--- src/sv/lsmf_pkg.sv ---
`default_nettype none

package lsmf_pkg;

  localparam int unsigned QUERY_SLOTS = 16;
  localparam int unsigned BYTE_W      = 8;
  localparam int unsigned LEN_W       = 5;
  localparam int unsigned IDX_W       = 16;
  localparam int unsigned CFG_DATA_W  = 64;
  localparam int unsigned CFG_IDX_W   = 2;

  typedef logic [QUERY_SLOTS-1:0][BYTE_W-1:0] query_t;

  typedef enum logic [CFG_IDX_W-1:0] {
    CFG_QUERY_LOW  = 2'd0,
    CFG_QUERY_HIGH = 2'd1,
    CFG_QUERY_LEN  = 2'd2,
    CFG_UNUSED     = 2'd3
  } cfg_idx_e;

endpackage

`default_nettype wire

--- src/sv/lsmf_cell.sv ---
`default_nettype none

module lsmf_cell #(
  parameter int unsigned IDX = 0
) (
  input  wire logic                         clk_i,
  input  wire logic                         shift_i,
  input  wire logic [lsmf_pkg::BYTE_W-1:0]  byte_i,
  input  wire lsmf_pkg::query_t             query_i,
  input  wire logic [lsmf_pkg::LEN_W-1:0]   len_i,
  output logic      [lsmf_pkg::BYTE_W-1:0]  byte_o,
  output logic                              hit_o
);
  import lsmf_pkg::*;

  logic [BYTE_W-1:0] byte_q;
  logic [LEN_W-1:0]  qpos;

  // window slot IDX lines up with query byte len-1-IDX
  assign qpos   = len_i - LEN_W'(1) - LEN_W'(IDX);
  assign hit_o  = (LEN_W'(IDX) >= len_i) || (byte_i == query_i[qpos[3:0]]);
  assign byte_o = byte_q;

  always_ff @(posedge clk_i) begin
    if (shift_i) begin
      byte_q <= byte_i;
    end
  end

endmodule

`default_nettype wire

--- src/sv/last_substring_match_finder.sv ---
// Channel  | Handshake                   | Payload
// text in | in_valid_i / in_stall_o     | text_byte_i, end_of_text_i
// result   | out_valid_o / out_stall_i   | found_o, match_index_o, text_too_long_o
// config   | cfg_valid_i / cfg_ready_o   | cfg_index_i, cfg_data_i
//
// One text byte per cycle; each byte is compared against the query combinationally
// across the row of window cells. End-of-text loads the result register at the
// accepting edge; the result is offered from the next cycle. Text bytes
// are taken even while a result is held; an end-of-text request stalls only
// while the held result is stalled.
// Reset clears the query, counters, flags and the result valid.
`default_nettype none

module last_substring_match_finder #(
  parameter int unsigned MAX_QUERY_BYTES = 16,
  parameter longint      MAX_TEXT_BYTES  = 65536
) (
  input  wire logic                              clk_i,
  input  wire logic                              rst_ni,
  input  wire logic                              in_valid_i,
  output logic                                   in_stall_o,
  input  wire logic [7:0]                        text_byte_i,
  input  wire logic                              end_of_text_i,
  output logic                                   out_valid_o,
  input  wire logic                              out_stall_i,
  output logic                                   found_o,
  output logic [15:0]                            match_index_o,
  output logic                                   text_too_long_o,
  input  wire logic                              cfg_valid_i,
  output logic                                   cfg_ready_o,
  input  wire logic [lsmf_pkg::CFG_IDX_W-1:0]    cfg_index_i,
  input  wire logic [lsmf_pkg::CFG_DATA_W-1:0]   cfg_data_i
);
  import lsmf_pkg::*;

  localparam int unsigned CW = $clog2(MAX_TEXT_BYTES + 1);
  localparam int unsigned AW = (CW > IDX_W) ? CW : IDX_W;

  logic [CFG_DATA_W-1:0] qlow_q, qhigh_q;
  logic [LEN_W-1:0]      qlen_q;
  query_t                query;

  logic [CW-1:0]    cnt_q, cnt_d, cnt_inc;
  logic [IDX_W-1:0] start_q, start_d;
  logic             seen_q, seen_d;
  logic             ovf_q, ovf_d;
  logic             out_vld_q, out_vld_d;
  logic             found_q;
  logic [IDX_W-1:0] idx_q;
  logic             tl_q;

  logic             acc, acc_eot, sat, shift;
  logic             len_ok, long_enough, match;
  logic [AW-1:0]    start_w;

  logic [MAX_QUERY_BYTES-1:0][BYTE_W-1:0] cell_byte;
  logic [MAX_QUERY_BYTES-1:0]             cell_hit;

  assign cfg_ready_o = 1'b1;

  always_ff @(posedge clk_i or negedge rst_ni) begin
    if (!rst_ni) begin
      qlow_q  <= '0;
      qhigh_q <= '0;
      qlen_q  <= '0;
    end else if (cfg_valid_i) begin
      unique case (cfg_idx_e'(cfg_index_i))
        CFG_QUERY_LOW:  qlow_q  <= cfg_data_i;
        CFG_QUERY_HIGH: qhigh_q <= cfg_data_i;
        CFG_QUERY_LEN:  qlen_q  <= cfg_data_i[LEN_W-1:0];
        default: ;
      endcase
    end
  end

  assign query = {qhigh_q, qlow_q};

  assign in_stall_o = out_vld_q && out_stall_i && end_of_text_i;
  assign acc        = in_valid_i && !in_stall_o;
  assign acc_eot    = acc && end_of_text_i;
  assign sat        = (cnt_q == CW'(MAX_TEXT_BYTES));
  assign shift      = acc && !end_of_text_i && !sat;

  for (genvar j = 0; j < MAX_QUERY_BYTES; j++) begin : g_cell
    lsmf_cell #(.IDX(j)) u_cell (
      .clk_i   (clk_i),
      .shift_i (shift),
      .byte_i  ((j == 0) ? text_byte_i : cell_byte[(j == 0) ? 0 : j-1]),
      .query_i (query),
      .len_i   (qlen_q),
      .byte_o  (cell_byte[j]),
      .hit_o   (cell_hit[j])
    );
  end

  assign cnt_inc     = cnt_q + CW'(1);
  assign len_ok      = (qlen_q != '0) && (32'(qlen_q) <= MAX_QUERY_BYTES);
  assign long_enough = AW'(cnt_inc) >= AW'(qlen_q);
  assign match       = len_ok && long_enough && (&cell_hit);
  assign start_w     = AW'(cnt_inc) - AW'(qlen_q);

  always_comb begin
    cnt_d   = cnt_q;
    start_d = start_q;
    seen_d  = seen_q;
    ovf_d   = ovf_q;
    if (acc_eot) begin
      cnt_d   = '0;
      start_d = '0;
      seen_d  = 1'b0;
      ovf_d   = 1'b0;
    end else if (acc && sat) begin
      ovf_d = 1'b1;
    end else if (shift) begin
      cnt_d = cnt_inc;
      if (match) begin
        start_d = start_w[IDX_W-1:0];
        seen_d  = 1'b1;
      end
    end
  end

  assign out_vld_d = acc_eot || (out_vld_q && out_stall_i);

  always_ff @(posedge clk_i or negedge rst_ni) begin
    if (!rst_ni) begin
      cnt_q     <= '0;
      start_q   <= '0;
      seen_q    <= 1'b0;
      ovf_q     <= 1'b0;
      out_vld_q <= 1'b0;
    end else begin
      cnt_q     <= cnt_d;
      start_q   <= start_d;
      seen_q    <= seen_d;
      ovf_q     <= ovf_d;
      out_vld_q <= out_vld_d;
    end
  end

  always_ff @(posedge clk_i) begin
    if (acc_eot) begin
      found_q <= seen_q;
      idx_q   <= seen_q ? start_q : '0;
      tl_q    <= ovf_q;
    end
  end

  assign out_valid_o     = out_vld_q;
  assign found_o         = found_q;
  assign match_index_o   = idx_q;
  assign text_too_long_o = tl_q;

endmodule

`default_nettype wire

--- config.mk ---
export PLATFORM = sky130hd
export DESIGN_NAME = last_substring_match_finder
export DESIGN_NICKNAME = d
export VERILOG_FILES = /design/src/sv/lsmf_pkg.sv /design/src/sv/lsmf_cell.sv /design/src/sv/last_substring_match_finder.sv
export SDC_FILE = /design/constraint.sdc
export NUM_CORES = 1
export LEC_CHECK = 0
export BUFFER_PORTS_ARGS = -buffer_cell sky130_fd_sc_hd__buf_2
export CAP_MARGIN = 40
export CORE_MARGIN = 1
export CORE_UTILIZATION = 60
export DETAILED_ROUTE_END_ITERATION = 8
export PLACE_DENSITY = 0.83
export SYNTH_ARGS = -nofsm -noshare
export SYNTH_HDL_FRONTEND = slang
export SYNTH_SLANG_ARGS = --single-unit
--- constraint.sdc ---
create_clock -name clk_i -period 8.6 [get_ports clk_i]
set_clock_uncertainty 0.1 [all_clocks]
set_input_delay 1.29 -clock clk_i [delete_from_list [all_inputs] [get_ports clk_i]]
set_output_delay 1.29 -clock clk_i [all_outputs]
set_load 0.1 [all_outputs]
==> results.json <==
{
  "firstDrtPassIters": 6,
  "worst_pin_slew_ns": 0.953,
  "layout_setup_ws_ns": 1.75,
  "post_cts_buffers": 0,
  "finalCriticalPeriod_ns": 6.85,
  "viasPerCell": 6.99,
  "drv_cap": 0,
  "async_reset_ff_share_pct": 55.0,
  "cts_tree": "done",
  "synth_top_area_share_pct": 19.6,
  "core_area_mm2": 0.0355,
  "numPortBuffers": 99,
  "final_cell_area_mm2": 0.0237,
  "ios": 101,
  "area_growth_pct": 9.66,
  "clock_sinks": 307,
  "grt_antenna_before_repair": 1,
  "p_sw_share_pct": 43.2,
  "grt_pass1_wl_um": 100000,
  "grt_use_total_pct": 37.9,
  "path_class": "flop to flop",
  "vias": 16200,
  "cp.arrival_ns": 7.21,
  "layout_commonest_cell": "mux2i_1",
  "nNetsFinal": 1922,
  "top_usage_layer": "met2",
  "placed_area_mm2": 0.0224,
  "period_share_pct": 79.6,
  "yosys_warnings": 0,
  "combPwrFrac_pct": 55.9,
  "hold_buffers": 0,
  "finalPower_w": 0.00815,
  "p_leak_nw": 9.48,
  "p_int_w": 0.00463,
  "avgRoutedWirePerCell_um": 29.4,
  "cts_resized": 0,
  "fp.dieH_um": 192,
  "cp-end-kind": "flop",
  "design.die.area_mm2": 0.0368,
  "outcome": "finished clean",
  "dp_slack_ns": 1.91,
  "hp-class": "flop to flop",
  "die_w_um": 192,
  "rows": 69,
  "drcViolationCount": 0,
  "pwr-share-clk_pct": 20.2,
  "cts_buffer_depth": 3,
  "finalSetupViolCount": 0,
  "layout-drive-gt1-share_pct": 29.3,
  "slew_viol_final": 0,
  "drt-total-wl_um": 68100,
  "cts_htree_levels": 2,
  "syn-instance-count": 1770,
  "finalSetupTns_ns": 0,
  "grt_max_degree": 90,
  "syn_area_mm2": 0.0216,
  "first_iter_violations": 2058,
  "cts_buffers": 36,
  "grt_use_met2_pct": 56.1,
  "gp_congestion": 1.04,
  "grt_overflow_total": 0,
  "clk_pin_slew_ns": 0.06,
  "synthTopCellsByArea": "dfrtp_1 20%, edfxtp_1 19%, mux2i_1 12%",
  "antenna_cells": 0,
  "synth.distinct_cells": 80,
  "grt_pass1_vias": 15600,
  "slew_headroom_pct": 36.5,
  "syn_nets": 1868,
  "crit_fanout": 57,
  "synth_edf_count": 138,
  "synth_seq_cells": 307,
  "vdd_drop_max_mv": 0.228,
  "insertion_delay_ns": 0.56,
  "switchingPower_w": 0.00352,
  "syn_area_per_cell_um2": 12.2,
  "cp-start-kind": "flop",
  "rsz0062_at_grt": "false",
  "seqPwrFrac_pct": 23.9,
  "start_util_pct": 60.9,
  "max_freq_ghz": 0.146,
  "clockRootBuffer": "clkbuf_16",
  "met3_usage_pct": 9.56,
  "yosysTopAreaCell": "dfrtp_1",
  "grtUsageMet1_pct": 52.7,
  "final_cell_mix": "267 x mux2i_1, 214 x mux2_2, 167 x dfrtp_1",
  "seq_area_frac_synth_pct": 38.8,
  "power_density_mw_per_mm2": 344,
  "cp.required_ns": 8.96,
  "dominantRegCellSynth": "dfrtp_1",
  "hold_viol_final": 0,
  "dp_hpwl_um": 51400,
  "final_antenna_net_count": 0
}
==> final timing paths <==
check / start / to / slack, ns / cells past startpoint
setup / recovery: qlen_q[1] / start_q[0] / 1.75 / 15
hold / removal: ovf_q / text_too_long_o / 0.36 / 0
setup reg to reg: qlen_q[1] / start_q[0] / 1.75 / 15
hold reg to reg: ovf_q / text_too_long_o / 0.36 / 0
max in group asynchronous: rst_ni / qhigh_q[22] / 6.47 / 3
min in group asynchronous: rst_ni / qlow_q[23] / 0.73 / 1
==> critical path, stage by stage, from the launching register on <==
cell and delay, ns:
dfrtp_1 0.70, inv_1 0.36, ha_4 0.93, buf_4 0.75
ha_1 0.51, mux4_2 0.36, mux4_2 0.53, xnor2_1 0.23
nand4_1 0.11, or4_1 0.60, and2_1 0.18, nor4b_2 0.20
nand4_1 0.19, nor4b_4 0.30, buf_4 0.33, mux2i_1 0.31
==> state kept, by name, indices dropped and copies added, names as in the netlist <==
name and flops:
g_cell.u_cell.byte_o 120, qhigh_q 64, qlow_q 64, cnt_q 17, match_index_o 16, start_q 16
qlen_q 5, found_o 1, out_valid_o 1, ovf_q 1, seen_q 1, text_too_long_o 1
==> synthesized netlist by cell type, types with 30 or more instances <==
cell type / instances
o21ai_0: 47
nand3_1: 35
buf_2: 42
mux4_2: 105
clkbuf_1: 39
xnor2_1: 101
nand4_1: 31
dfrtp_1: 169
edfxtp_1: 138
a21oi_1: 30
xor2_1: 73
mux2_2: 214
nand2_1: 74
nor2_1: 63
mux2i_1: 267
==> cell type report <==
class	instances	area (um^2)
Clock buffer	50	1090
Fill cell	2624	11800
Timing Repair Buffer	135	805
Sequential cell	307	8380
Clock inverter	16	199
Tap cell	461	577
Multi-Input combinational cell	1320	12500
Inverter	24	92.6
==> layer usage <==
layer	vias up	routed length, um
met5	-	0
met4	0	3030
met3	155	7600
met2	951	30400
met1	8157	27100
li1	6909	-
==> power by group through the flow <==
stage	logic, W	registers (W)	clock network [W]
6_report	0.00455	0.00195	0.00165
5_1_grt	0.00473	0.00197	0.00172
4_1_cts	0.00443	0.00193	0.00167
3_5_place_dp	0.00440	0.00196	0
3_3_place_gp	0.00431	0.00195	0
2_1_floorplan	0.00321	0.00186	0
==> through the flow <==
step / cells / hold slack [ns] / utilization [%]
5_1_grt: 2313 / 0.370 / 66.8
6_report: 2313 / 0.363 / 66.8
3_5_place_dp: 2246 / 0.345 / 63.1
4_1_cts: 2312 / 0.359 / 66.7
3_3_place_gp: 2241 / 0.334 / 62.9
2_1_floorplan: 1770 / 0.324 / -
==> cell families after synthesis <==
| family | after synthesis | share of synthesized area (%) |
|---|---|---|
| multiplexers | 590 | 35.0 |
| AO/OA/AOI/OAI | 189 | 5.98 |
| adder cells (fa/ha/maj) | 18 | 1.08 |
| AND/OR/NAND/NOR | 343 | 8.32 |
| XOR/XNOR | 179 | 7.50 |
| buffers and inverters | 143 | 3.38 |
| flip-flops | 307 | 38.8 |
| other | 1 | 0.0174 |
No activity file was read; power rests on OpenSTA's default activity.
